==> config.mk <==
export PLATFORM = sky130hd
export DESIGN_NAME = aesctr_queue
export DESIGN_NICKNAME = d
export VERILOG_FILES = /design/src/rtl/aesctr_pkg.sv /design/src/rtl/aesctr_queue.sv
export SDC_FILE = /design/constraint.sdc
export NUM_CORES = 1
export LEC_CHECK = 0
export BUFFER_PORTS_ARGS = -buffer_cell sky130_fd_sc_hd__buf_2
export CORE_MARGIN = 8
export CORE_UTILIZATION = 35
export CTS_BUF_LIST = sky130_fd_sc_hd__clkbuf_4 sky130_fd_sc_hd__clkbuf_8
export DETAILED_ROUTE_END_ITERATION = 10
export HOLD_SLACK_MARGIN = 0.02
export PLACE_DENSITY = 0.53
export SYNTH_ARGS = -nofsm -noshare
export SYNTH_HDL_FRONTEND = slang
export SYNTH_SLANG_ARGS = --single-unit
==> constraint.sdc <==
create_clock -name clk -period 4 [get_ports clk]
set_input_delay 0.8 -clock clk [delete_from_list [all_inputs] [get_ports clk]]
set_output_delay 0.8 -clock clk [all_outputs]
set_load 0.01 [all_outputs]
==> src/rtl/aesctr_pkg.sv <==
package aesctr_pkg;

    localparam int QUEUE_DEPTH = 4;

    typedef struct packed {
        logic [7:0]   data;
        logic         new_block;
        logic [3:0]   pos;
        logic [127:0] ctr;
    } entry_t;

    localparam logic [2047:0] SBOX_TABLE = {
        128'h637c777bf26b6fc53001672bfed7ab76, 128'hca82c97dfa5947f0add4a2af9ca472c0,
        128'hb7fd9326363ff7cc34a5e5f171d83115, 128'h04c723c31896059a071280e2eb27b275,
        128'h09832c1a1b6e5aa0523bd6b329e32f84, 128'h53d100ed20fcb15b6acbbe394a4c58cf,
        128'hd0efaafb434d338545f9027f503c9fa8, 128'h51a3408f929d38f5bcb6da2110fff3d2,
        128'hcd0c13ec5f974417c4a77e3d645d1973, 128'h60814fdc222a908846eeb814de5e0bdb,
        128'he0323a0a4906245cc2d3ac629195e479, 128'he7c8376d8dd54ea96c56f4ea657aae08,
        128'hba78252e1ca6b4c6e8dd741f4bbd8b8a, 128'h703eb5664803f60e613557b986c11d9e,
        128'he1f8981169d98e949b1e87e9ce5528df, 128'h8ca1890dbfe6426841992d0fb054bb16
    };

    function automatic logic [7:0] sbox(input logic [7:0] x);
        return SBOX_TABLE[{~x, 3'b000} +: 8];
    endfunction

    function automatic logic [7:0] xtime(input logic [7:0] x);
        return {x[6:0], 1'b0} ^ (x[7] ? 8'h1b : 8'h00);
    endfunction

    function automatic logic [7:0] rcon(input logic [3:0] rnd);
        logic [7:0] r;
        case (rnd)
            4'd1:    r = 8'h01;
            4'd2:    r = 8'h02;
            4'd3:    r = 8'h04;
            4'd4:    r = 8'h08;
            4'd5:    r = 8'h10;
            4'd6:    r = 8'h20;
            4'd7:    r = 8'h40;
            4'd8:    r = 8'h80;
            4'd9:    r = 8'h1b;
            4'd10:   r = 8'h36;
            default: r = 8'h00;
        endcase
        return r;
    endfunction

    function automatic logic [127:0] key_expand(input logic [127:0] rk, input logic [7:0] rc);
        logic [31:0] w0, w1, w2, w3, g;
        w0 = rk[127:96];
        w1 = rk[95:64];
        w2 = rk[63:32];
        w3 = rk[31:0];
        g = {sbox(w3[23:16]) ^ rc, sbox(w3[15:8]), sbox(w3[7:0]), sbox(w3[31:24])};
        w0 = w0 ^ g;
        w1 = w1 ^ w0;
        w2 = w2 ^ w1;
        w3 = w3 ^ w2;
        return {w0, w1, w2, w3};
    endfunction

    function automatic logic [127:0] aes_round(input logic [127:0] s, input logic [127:0] rk,
                                              input logic last);
        logic [7:0] t [16];
        logic [7:0] a0, a1, a2, a3, x;
        logic [127:0] r;
        for (int c = 0; c < 4; c++) begin
            for (int row = 0; row < 4; row++) begin
                t[row + 4 * c] = sbox(s[127 - 8 * (row + 4 * ((c + row) % 4)) -: 8]);
            end
        end
        if (!last) begin
            for (int c = 0; c < 4; c++) begin
                a0 = t[4 * c];
                a1 = t[4 * c + 1];
                a2 = t[4 * c + 2];
                a3 = t[4 * c + 3];
                x = a0 ^ a1 ^ a2 ^ a3;
                t[4 * c]     = a0 ^ x ^ xtime(a0 ^ a1);
                t[4 * c + 1] = a1 ^ x ^ xtime(a1 ^ a2);
                t[4 * c + 2] = a2 ^ x ^ xtime(a2 ^ a3);
                t[4 * c + 3] = a3 ^ x ^ xtime(a3 ^ a0);
            end
        end
        for (int i = 0; i < 16; i++) begin
            r[127 - 8 * i -: 8] = t[i];
        end
        return r ^ rk;
    endfunction

endpackage

==> src/rtl/aesctr_queue.sv <==
module aesctr_queue #(
    parameter int DEPTH = aesctr_pkg::QUEUE_DEPTH
) (
    input  logic               clk,
    input  logic               rst_n,
    input  logic               push,
    input  aesctr_pkg::entry_t push_entry,
    output logic               full,
    input  logic               pop,
    output logic               not_empty,
    output aesctr_pkg::entry_t head
);
    import aesctr_pkg::*;

    localparam int PW = (DEPTH > 1) ? $clog2(DEPTH) : 1;
    localparam int CW = $clog2(DEPTH + 1);

    entry_t          mem [DEPTH];
    logic [PW-1:0]   wr_reg, wr_next, rd_reg, rd_next;
    logic [CW-1:0]   count_reg, count_next;

    assign full      = (count_reg == CW'(DEPTH));
    assign not_empty = (count_reg != '0);
    assign head      = mem[rd_reg];

    always_comb
    begin
        wr_next    = wr_reg;
        rd_next    = rd_reg;
        count_next = count_reg;
        if (push)
        begin
            wr_next = (wr_reg == PW'(DEPTH - 1)) ? '0 : wr_reg + 1'b1;
        end
        if (pop)
        begin
            rd_next = (rd_reg == PW'(DEPTH - 1)) ? '0 : rd_reg + 1'b1;
        end
        if (push && !pop)
        begin
            count_next = count_reg + 1'b1;
        end
        else if (pop && !push)
        begin
            count_next = count_reg - 1'b1;
        end
    end

    always_ff @(posedge clk)
    begin
        if (push)
        begin
            mem[wr_reg] <= push_entry;
        end
    end

    always_ff @(posedge clk or negedge rst_n)
    begin
        if (!rst_n)
        begin
            wr_reg    <= '0;
            rd_reg    <= '0;
            count_reg <= '0;
        end
        else
        begin
            wr_reg    <= wr_next;
            rd_reg    <= rd_next;
            count_reg <= count_next;
        end
    end
endmodule

## After elaboration in Yosys (flattened, before gate mapping)

Memories as Yosys holds them, arrays and structs flattened.
Cells that the tools add are included.

| operators by class | value |
|---|---|
| $add $sub $neg | 4 |
| equal/unequal tests | 3 |
| mux-type cells | 6 |
| reduce and logical (&&, ||, !) cells | 6 |

Operators with widths:

| operator | count |
|---|---|
| $mux 3 | 2 |
| $add 2x1->2 const B | 2 |
| $eq 2x2->1 const B | 2 |
| $mux 2 | 2 |
| $add 3x1->3 const B | 1 |
| $eq 3x3->1 const B | 1 |
| $reduce_bool 3->1 | 1 |
| $sub 3x1->3 const B | 1 |
| $logic_and 1x1->1 | 2 |
| $logic_not 1->1 | 2 |
| $mux 1 | 2 |
| $reduce_bool 2->1 | 1 |

| storage, ports and cells | value |
|---|---|
| register bits | 7 |
| bits in writable memories | 564 |
| output and inout port bits | 143 |
| memories | 1 |

Memory list:

| memory | depth | bits a word | rd ports | clocked after memory_dff | write ports | RTL line | RTL |
|---|---|---|---|---|---|---|---|
| mem | 4 | 141 | 1 | 0 | 1 | aesctr_queue.sv:18 | `entry_t mem [DEPTH];` |

## Longest topological paths before layout

| logic depth | value |
|---|---|
| depth in word-level cells | 4 |
| depth in mapped cells | 7 |
| gate-level depth less buffers | 7 |

## Worst setup path after synthesis

OpenSTA, ideal clock, no wires.

| path | value |
|---|---|
| kind | in2reg |
| start | input port push |
| end | memory mem[2][0] in the netlist's numbering, enable pin |
| library setup time | 0.517 ns |
| arrival | 4.023 ns |
| data required time | 3.483 ns |
| path slack | -0.539 ns |
| cell stages on the path | 1 |
| path buffers | 0 |
| path through | and2_1 |

| between the ends | value |
|---|---|
| cells in the longest elaborated chain, start to end | 2 |

RTL lines:

| item | RTL line | RTL |
|---|---|---|
| start, declared | aesctr_queue.sv:6 | `input logic push,` |
| $mux 1 | aesctr_queue.sv:51 | `if (push)` |
| $mux 1 (not written as such) | aesctr_queue.sv:53 | `mem[wr_reg] <= push_entry;` |
| end, declared | aesctr_queue.sv:18 |  |

Every way passes these cells.

==> impl_metrics.yaml <==
status:
  status: "complete, no violations"
clock_network:
  cts.path.max_buffers: 3
  cts_hold_buf: 1
  clk_pin_slew_ns: 0.06
  cts_resized: 0
  clockRootBuffer: "clkbuf_8"
  numCtsBuffers: 94
  cts_setup_buffers: 0
  clock_latency_ns: 0.64
  tritoncts: "yes"
  clock-sinks: 571
  htree_levels: 3
placement:
  pre_cts_ws_ns: 1.15
  dp_hpwl_um: 26900
  gp_congestion: 0.677
  portBuffers: 287
  placed_area_um2: 23300
power_and_ir_drop:
  p_per_area_nw_per_um2: 714
  cellLeakagePower_nw: 8.54
  total_power_mw: 17.9
  ir_drop_v: 0.000336
finish:
  fillCellCount: 5147
  layout_common_cells: "edfxtp_1, buf_2, mux4_2"
  fin_area_um2: 25100
  largest_register_ffs: 564
  utilization: 0.427
  drive_above_1_share: 0.497
  nNetsFinal: 1304
  syn_to_final_growth_pct: 21.2
  layout_commonest_cell: "edfxtp_1"
setup_path:
  arrival_ns: 2.61
  crit_start: "rd_reg[0]"
  worstSetupEndpointType: "primary output"
  critPathKind: "reg -> out"
  endpoint: "head[103]"
  crit_fanout: 29
  rr_endpoint: "mem[2][133]"
  crit_cells: 3
  rr_startpoint: "wr_reg[0]"
  r2r_slack_ns: 2.04
  crit_path_cell_trace: "buf_12 -> mux4_2 -> buf_2"
  cpMaxStageDelayCell: "dfrtp_4"
  critPathMaxStageDelay_ns: 0.86
  worst_setup_path_start_kind: "flip-flop"
  critical-path-top-delay-family: "flip-flops"
  path_buf_inv: 2
  crit_required_ns: 3.20
  reg2regPathDepth: 4
timing:
  drv_slew: 0
  fin_ws_ns: 0.587
  hold_viol: 0
  rsz0062_at_grt: "false"
  fmax_mhz: 293
  tns_ns: 0
  timing.slew.headroom: 0.505
  finClkSkew_ns: 0.0264
  period_share: 0.853
  setup_violations: 0
  min_period_ns: 3.41
  tightest_slew_ns: 0.742
yosys:
  synth.ff_latch_count: 571
  ys_top_cells_by_area: "edfxtp_1, mux4_2, dfrtp_1, buf_6, buf_2"
  synth.largest_area_cell: "edfxtp_1"
  ys_types: 19
  seq_area_frac_synth: 0.825
  synth_top_cell_area_share: 0.817
  syn-cell-area_um2: 20700
  ys_warn_count: 0
  netlist_instances: 774
  avgSynthCellArea_um2: 26.8
  synth.net_count: 926
routing:
  routed_via_density: 4.72
  routedWlPerCell_um: 21.9
  drc: 0
  routed_wl_um: 43800
  via_count: 9434
  detail-route-antenna-nets: 0
  drtPass1Iterations: 6
  drt-initial-drc-count: 565
floorplanning:
  rows: 89
  initial_core_util: 0.353
  die_y_um: 259
  core-area_um2: 58800
  die-area_um2: 67300
  die_w_um: 259
  pin_count: 288
worst_hold_path:
  hold_path_class: "in -> reg"
global_route:
  globalRoute.totalOverflow: 0
  grt_pass1_vias: 10500
  grt_pass1_wl_um: 65400
  antenna_found_initial: 13
  grt_start_max_net_pins: 78
  grt.total_usage: 0.129
flow_run:
  cap_violations: 0
==> worst register-to-register path: stages, from the launching register on <==
cell     delay (ns)
dfrtp_1        0.41
inv_1          0.11
ha_1           0.15
and2_4         0.53
buf_12         0.36
==> power breakdown <==
part / leakage, nW / internal, mW / total [mW] / switching [mW]
clock: 0.952 / 2.67 / 4.82 / 2.16
sequential: 5.26 / 7.67 / 8.06 / 0.394
combinational: 2.33 / 2.38 / 5.06 / 2.69
==> worst min path at each step <==
| stage | start | end | slack (ns) | depth (start not counted) |
|---|---|---|---|---|
| floorplan | count_reg[2] | count_reg[2] | 0.45 | 1 |
| global placement | count_reg[2] | count_reg[2] | 0.47 | 1 |
| detailed placement | count_reg[2] | count_reg[2] | 0.47 | 1 |
| CTS | push_entry[19] | mem[1][19] | 0.26 | 1 |
| global route | push_entry[3] | mem[1][3] | 0.29 | 1 |
| finish | push_entry[32] | mem[1][32] | 0.37 | 1 |
==> stage by stage <==
step | cells | hold WS [ns]
final | 1999 | 0.369
after global routing | 1993 | 0.286
after CTS | 1993 | 0.264
after detailed placement | 1828 | 0.473
after global placement | 1828 | 0.467
after floorplan | 774 | 0.449
==> kinds of logic (layout without fill, tap and decap cells) <==
kind of cell,count (synthesis),after routing,synth area share
multiplexers,144,144,0.155
adder cells (fa/ha/maj),7,7,0.00459
XOR/XNOR,3,3,0.00127
AO/OA/AOI/OAI,2,2,0.000483
other,0,6,0
AND/OR/NAND/NOR,11,11,0.00278
flip-flops,571,571,0.825
buffers and inverters,36,482,0.0110
==> cells in the mapped netlist (all sizes together) <==
| master | number |
|---|---|
| nand2 | 2 |
| dfrtp | 7 |
| fa | 1 |
| buf | 27 |
| inv | 4 |
| ha | 6 |
| and2 | 4 |
| xor2 | 2 |
| xnor2 | 1 |
| edfxtp | 564 |
| nor3b | 1 |
| mux2 | 3 |
| nor2 | 3 |
| or3 | 1 |
| clkbuf | 5 |
| o21ai | 2 |
| mux4 | 141 |
==> routing by layer <==
layer	wire, µm	track usage	vias to the layer above
li1	-	-	4139
met1	17800	0.157	4922
met2	21300	0.208	286
met3	3770	0.0534	77
met4	925	0.0396	10
met5	64	0	-
==> final cells by class <==
type                            count  area, µm²  area share
Clock buffer                      132       1580      0.0628
Antenna cell                        6       15.0    0.000598
Sequential cell                   571      17100       0.681
Clock inverter                     32        204     0.00812
Tap cell                          773        967      0.0385
Timing Repair Buffer              314       1820      0.0723
Inverter                            4       15.0    0.000598
Multi-Input combinational cell    167       3410       0.136
Power figures use the tool's default switching activity.
