`config.mk`:
```
export PLATFORM = sky130hd
export DESIGN_NAME = aesctr_front
export DESIGN_NICKNAME = d
export VERILOG_FILES = /design/src/rtl/aesctr_pkg.sv /design/src/rtl/aesctr_front.sv
export SDC_FILE = /design/constraint.sdc
export NUM_CORES = 1
export LEC_CHECK = 0
export BUFFER_PORTS_ARGS = -buffer_cell sky130_fd_sc_hd__buf_2
export CAP_MARGIN = 20
export CORE_ASPECT_RATIO = 2
export CORE_MARGIN = 4
export CORE_UTILIZATION = 50
export DETAILED_ROUTE_END_ITERATION = 7
export PLACE_DENSITY = 0.74
export REMOVE_ABC_BUFFERS = 1
export SLEW_MARGIN = 25
export SYNTH_ARGS = -nofsm -noshare
export SYNTH_HDL_FRONTEND = slang
export SYNTH_SLANG_ARGS = --single-unit
```
`constraint.sdc`:
```
create_clock -name clk -period 3.71 [get_ports clk]
set_input_delay 0.1855 -clock clk [delete_from_list [all_inputs] [get_ports clk]]
set_output_delay 0.1855 -clock clk [all_outputs]
set_load 0.05 [all_outputs]
```
`src/rtl/aesctr_pkg.sv`:
```
package aesctr_pkg;

    localparam int QUEUE_DEPTH = 4;

    typedef struct packed {
        logic [7:0]   data;
        logic         new_block;
        logic [3:0]   pos;
        logic [127:0] ctr;
    } entry_t;

    localparam logic [2047:0] SBOX_TABLE = {
        128'h637c777bf26b6fc53001672bfed7ab76, 128'hca82c97dfa5947f0add4a2af9ca472c0,
        128'hb7fd9326363ff7cc34a5e5f171d83115, 128'h04c723c31896059a071280e2eb27b275,
        128'h09832c1a1b6e5aa0523bd6b329e32f84, 128'h53d100ed20fcb15b6acbbe394a4c58cf,
        128'hd0efaafb434d338545f9027f503c9fa8, 128'h51a3408f929d38f5bcb6da2110fff3d2,
        128'hcd0c13ec5f974417c4a77e3d645d1973, 128'h60814fdc222a908846eeb814de5e0bdb,
        128'he0323a0a4906245cc2d3ac629195e479, 128'he7c8376d8dd54ea96c56f4ea657aae08,
        128'hba78252e1ca6b4c6e8dd741f4bbd8b8a, 128'h703eb5664803f60e613557b986c11d9e,
        128'he1f8981169d98e949b1e87e9ce5528df, 128'h8ca1890dbfe6426841992d0fb054bb16
    };

    function automatic logic [7:0] sbox(input logic [7:0] x);
        return SBOX_TABLE[{~x, 3'b000} +: 8];
    endfunction

    function automatic logic [7:0] xtime(input logic [7:0] x);
        return {x[6:0], 1'b0} ^ (x[7] ? 8'h1b : 8'h00);
    endfunction

    function automatic logic [7:0] rcon(input logic [3:0] rnd);
        logic [7:0] r;
        case (rnd)
            4'd1:    r = 8'h01;
            4'd2:    r = 8'h02;
            4'd3:    r = 8'h04;
            4'd4:    r = 8'h08;
            4'd5:    r = 8'h10;
            4'd6:    r = 8'h20;
            4'd7:    r = 8'h40;
            4'd8:    r = 8'h80;
            4'd9:    r = 8'h1b;
            4'd10:   r = 8'h36;
            default: r = 8'h00;
        endcase
        return r;
    endfunction

    function automatic logic [127:0] key_expand(input logic [127:0] rk, input logic [7:0] rc);
        logic [31:0] w0, w1, w2, w3, g;
        w0 = rk[127:96];
        w1 = rk[95:64];
        w2 = rk[63:32];
        w3 = rk[31:0];
        g = {sbox(w3[23:16]) ^ rc, sbox(w3[15:8]), sbox(w3[7:0]), sbox(w3[31:24])};
        w0 = w0 ^ g;
        w1 = w1 ^ w0;
        w2 = w2 ^ w1;
        w3 = w3 ^ w2;
        return {w0, w1, w2, w3};
    endfunction

    function automatic logic [127:0] aes_round(input logic [127:0] s, input logic [127:0] rk,
                                              input logic last);
        logic [7:0] t [16];
        logic [7:0] a0, a1, a2, a3, x;
        logic [127:0] r;
        for (int c = 0; c < 4; c++) begin
            for (int row = 0; row < 4; row++) begin
                t[row + 4 * c] = sbox(s[127 - 8 * (row + 4 * ((c + row) % 4)) -: 8]);
            end
        end
        if (!last) begin
            for (int c = 0; c < 4; c++) begin
                a0 = t[4 * c];
                a1 = t[4 * c + 1];
                a2 = t[4 * c + 2];
                a3 = t[4 * c + 3];
                x = a0 ^ a1 ^ a2 ^ a3;
                t[4 * c]     = a0 ^ x ^ xtime(a0 ^ a1);
                t[4 * c + 1] = a1 ^ x ^ xtime(a1 ^ a2);
                t[4 * c + 2] = a2 ^ x ^ xtime(a2 ^ a3);
                t[4 * c + 3] = a3 ^ x ^ xtime(a3 ^ a0);
            end
        end
        for (int i = 0; i < 16; i++) begin
            r[127 - 8 * i -: 8] = t[i];
        end
        return r ^ rk;
    endfunction

endpackage

```
`src/rtl/aesctr_front.sv`:
```
module aesctr_front (
    input  logic                  clk,
    input  logic                  rst_n,
    input  logic                  in_valid,
    output logic                  in_ready,
    input  logic [7:0]            data_in,
    input  logic                  message_start,
    input  logic [127:0]          nonce,
    input  logic                  q_full,
    output logic                  q_push,
    output aesctr_pkg::entry_t    q_entry
);
    import aesctr_pkg::*;

    logic [127:0] ctr_reg, ctr_next, ctr_cur;
    logic [3:0]   pos_reg, pos_next, pos_cur;

    assign in_ready = !q_full;
    assign q_push   = in_valid && in_ready;

    always_comb
    begin
        ctr_cur = message_start ? nonce : ctr_reg;
        pos_cur = message_start ? 4'd0 : pos_reg;
        q_entry.data      = data_in;
        q_entry.new_block = (pos_cur == 4'd0);
        q_entry.pos       = pos_cur;
        q_entry.ctr       = ctr_cur;
        ctr_next = ctr_reg;
        pos_next = pos_reg;
        if (q_push)
        begin
            ctr_next = q_entry.new_block ? ctr_cur + 128'd1 : ctr_cur;
            pos_next = pos_cur + 4'd1;
        end
    end

    always_ff @(posedge clk or negedge rst_n)
    begin
        if (!rst_n)
        begin
            ctr_reg <= '0;
            pos_reg <= '0;
        end
        else
        begin
            ctr_reg <= ctr_next;
            pos_reg <= pos_next;
        end
    end
endmodule

```
# Word-level counts from Yosys, hierarchy flattened
# Cells that the tools add are included.
# totals
ff_bits,132
inputBits,141
out_inout_bits,143
wordCells,10
# op_classes
add_sub_neg,2
n_mux,3
n_reduce_logical,3
# op_table
operator,count
128-bit 2-to-1 mux,2
"128-bit by 1-bit adder with 128-bit output, second input constant",1
"4-bit by 1-bit adder with 4-bit output, second input constant",1
4-bit logical NOT,1
4-bit 2-to-1 mux,1
1-bit logical AND,1
1-bit logical NOT,1

# Depth between registers and ports, before layout
# logic_depth
word_depth,3
ltp_mapped,19
mapped_depth_nobuf,10

# Worst setup path before layout
# No wires, ideal clock.
# synth_timing
kind,input to register
start,input message_start
end,register ctr_reg[96]
setup_ns,0.125
arrival_ns,3.965
required_time_ns,3.585
slack_ns,-0.380
stages,18
path_buffers,9
path_cell_list,buf_6 -> buf_6 -> buf_6 -> buf_4 -> buf_2 -> buf_2 -> buf_2 -> clkbuf_1 -> buf_2 -> nand2b_1 -> ha_1 -> nand2_1 -> a2111oi_2 -> nand4_1 -> nor4_4 -> nand4_1 -> xnor2_1 -> mux2_2
# synth_between
elab_chain_cells,3
elab_cells_between_ends,5
classes_between,add/sub (1); mux (3); reduce/logical (1)
# synth_lines
element,line_no,source
"start, declared",aesctr_front.sv:7,"input logic message_start,"
128-bit 2-to-1 mux or 4-bit 2-to-1 mux (tied branches),"aesctr_front.sv:23, aesctr_front.sv:24",
128-bit by 1-bit adder with 128-bit output or 4-bit logical NOT (tied branches),"aesctr_front.sv:33, aesctr_front.sv:26",
128-bit 2-to-1 mux (*),aesctr_front.sv:33,ctr_next = q_entry.new_block ? ctr_cur + 128'd1 : ctr_cur;
"end signal, assigned",aesctr_front.sv:47,ctr_reg <= ctr_next;
"end, declared",aesctr_front.sv:15,"logic [127:0] ctr_reg, ctr_next, ctr_cur;"
# Mark *: on every way between the ends. The rest lies on a longest branch, timed or not.
# A chain may end at the register's enable or synchronous reset.

# Final worst setup path
# layout_timing
start,register ctr_reg[0]
end,register ctr_reg[96]
# layout_between
elab_chain_cells,3
# layout_lines
element,line_no,source
128-bit 2-to-1 mux,aesctr_front.sv:23,ctr_cur = message_start ? nonce : ctr_reg;
128-bit by 1-bit adder with 128-bit output,aesctr_front.sv:33,
128-bit 2-to-1 mux,aesctr_front.sv:33,
# No other way between the ends.

==> impl_metrics.toml <==
[run_status]
status = "complete, no violations"

[synthesis]
netlist.area_leader.share_pct = 29.1
synth_flop_cell = "dfrtp_1"
async_flop_share_pct = 100
netlist_area_mm2 = 0.0113
yosys_warnings = 0
syn-mean-instance-area_um2 = 8.08
seq_area_frac_synth_pct = 29.1
synth_edf_count = 0
synth_seq_cells = 132
yosysTopAreaCell = "dfrtp_1"
ys_top_cells_by_area = "dfrtp_1 (29%), nand2_1 (8.1%), mux2_2 (7.5%)"
yosysUniqueCellTypes = 66
syn_inst = 1404

[clock_network]
cts.sink_count = 132
cts_resized = 0
path_clk_slew_ns = 0.06
clk_latency_ns = 0.44
cts_root_buf = "clkbuf_16"
ctsHtreeMaxLevel = 4
cts_tree = "yes"
clock_path_buffers = 2
cts_buffers = 17
postCtsSetupBuffers = 0

[power_and_ir_drop]
power_frac_clock_pct = 28.1
power.internal_uw = 3320
power.total_uw = 5740
ir_drop_v = 0.000332
leakagePower_uw = 0.00604
p_sw_uw = 2430
comb_power_share_pct = 38.0
seqPwrFrac_pct = 33.8
power_density_mw_per_mm2 = 417
switching_share_pct = 42.2

[die]
ios = 284
die_y_um = 221
num_rows = 77
die_area_mm2 = 0.0253
die_x_um = 115
start_util_pct = 51.0
coreArea_mm2 = 0.0223

[grt]
grt_pass1_wl_um = 67000
grt_pass1_vias = 12521
antenna_found_initial = 2
grtUsageTotal_pct = 34.2
grt_overflow = 0
grt_max_degree = 131

[cells_and_area]
syn_to_final_growth_pct = 21.4
nFillCells = 2044
final_cell_mix = "buf_2 (265), nand2_1 (244), dfrtp_1 (132), nand3_1 (112), o21ai_0 (105)"
drive_gt1_share_pct = 27.8
fin_nets = 1827
final_common_cell = "buf_2"
largest_reg_flops = 128
final_core_util_pct = 61.9

[routing]
drtIter0Drc = 1008
dr.pass1.iters = 5
routed_wl_um = 44000
wl_per_cell_um = 22.3
vias = 12267
viasPerCell = 6.22
antenna_left = 0
drc = 0

[critical_path]
crit_arrival_ns = 3.38
cp-end-kind = "flip-flop"
critPathLaunch = "ctr_reg[0]"
slowest_stage = "nor4_4"
r2r-start = "ctr_reg[0]"
slowest_delay_ns = 0.70
critPathMostFrequentCell = "nand4_1"
cp_max_fo = 5
path_delay_family = "simple AND/OR/NAND/NOR gates"
required_ns = 4.03
cp.depth = 10
r2r_cells = 10
critical_path_class = "flip-flop to flip-flop"
timing.rr.end = "ctr_reg[96]"
cp-start-kind = "flip-flop"
cp-endpoint = "ctr_reg[96]"
path_cells = "mux2i_1 -> inv_1 -> ha_1 -> nand2_1 -> a2111oi_2 -> nand4_1 -> nor4_4 -> nand4_1 -> xnor2_1 -> mux2_2"
rrSetupSlack_ns = 0.65
path_buf_inv = 1

[timing]
finalCritPeriodShare_pct = 82.4
setup_viol = 0
rsz0062_at_grt = "false"
slew_violations = 0
finalCriticalPeriod_ns = 3.06
fmax_ghz = 0.327
holdWs_ns = 0.106
worst_slew_pin_slew_ns = 0.937
finalClockSkew_ns = 0.00557
hold_viol_final = 0
relSlewSlack_pct = 37.5
setup_tns_ns = 0

[run]
max_cap_violations = 0

[placed_design]
gp_congestion = 1.03
port_buffers = 267
hpwl_um = 34800

[min_path]
hp-class = "input port to flip-flop"
-- through the flow --
step | cell area [µm²] | cells | setup WS (ns)
after floorplan | 10900 | 1326 | -3.25
after global placement | 13200 | 1939 | 0.411
after detailed placement | 13200 | 1939 | 0.357
after CTS | 13800 | 1968 | 0.648
after global routing | 13800 | 1970 | 0.517
final | 13800 | 1971 | 0.654
-- what timing repair did --
action                     4_1_cts  5_1_grt
hold buffers                     1        0
setup endpoints to repair        0        0
hold endpoints to repair        75        0
-- synth_stat cells (34+ instances only) --
library cell    n
clkbuf_1       34
dfrtp_1       132
inv_1          53
mux2_2         76
mux2i_1        53
nand2_1       245
nand3_1       112
nand3b_1       43
nand4_1        72
nor3_1         36
o21ai_0       105
xnor2_1        69
xor2_1         51
-- routing by layer --
layer  wire [µm]  vias up  track usage [%]
li1            -     5649                -
met4        3970        0             26.3
met1       14200     5755             33.0
met3        2660      209             6.15
met2       23200      654             61.8
met5           0        -                0
-- power by group through the flow --
| stage | registers, µW | logic, µW | clock network (µW) |
|---|---|---|---|
| final | 1940 | 2180 | 1620 |
| after global routing | 1980 | 2330 | 1680 |
| after CTS | 1940 | 2180 | 1630 |
| after detailed placement | 1960 | 2170 | 0 |
| after global placement | 1950 | 2140 | 0 |
| after floorplan | 1880 | 1550 | 0 |
-- cell families after synthesis --
group	share of synthesized area, %
xor+xnor	9.26
fa+ha+maj	0.331
simple gates	31.1
mux	12.2
flops	29.1
buf+inv	5.37
compound gates	12.6
-- worst min-delay path, stage by stage --
cell      delay, ns
buf_2          0.10
xor2_1         0.07
o211ai_1       0.15
-- how the worst min path moves through the flow --
stage / slack [ns] / startpoint / cells past startpoint / end
2_1_floorplan: -0.11 / rst_n / 0 / ctr_reg[0]
3_3_place_gp: 0.28 / rst_n / 1 / ctr_reg[36]
3_5_place_dp: 0.28 / rst_n / 1 / ctr_reg[36]
4_1_cts: 0.1 / nonce[126] / 3 / ctr_reg[126]
5_1_grt: 0.13 / nonce[126] / 3 / ctr_reg[126]
6_report: 0.11 / nonce[126] / 3 / ctr_reg[126]
-- final cells by class --
| cell class | count | area, µm² | share of cell area, % |
|---|---|---|---|
| well taps | 276 | 345 | 2.51 |
| clock inverters | 6 | 55.1 | 0.400 |
| repair buffers | 338 | 1930 | 14.0 |
| diodes | 3 | 7.51 | 0.0545 |
| flip-flops and latches | 132 | 3300 | 24.0 |
| multi-input cells | 1141 | 7450 | 54.1 |
| inverters | 53 | 199 | 1.44 |
| clock buffers | 22 | 484 | 3.52 |
No activity file was read; power rests on OpenSTA's default activity.
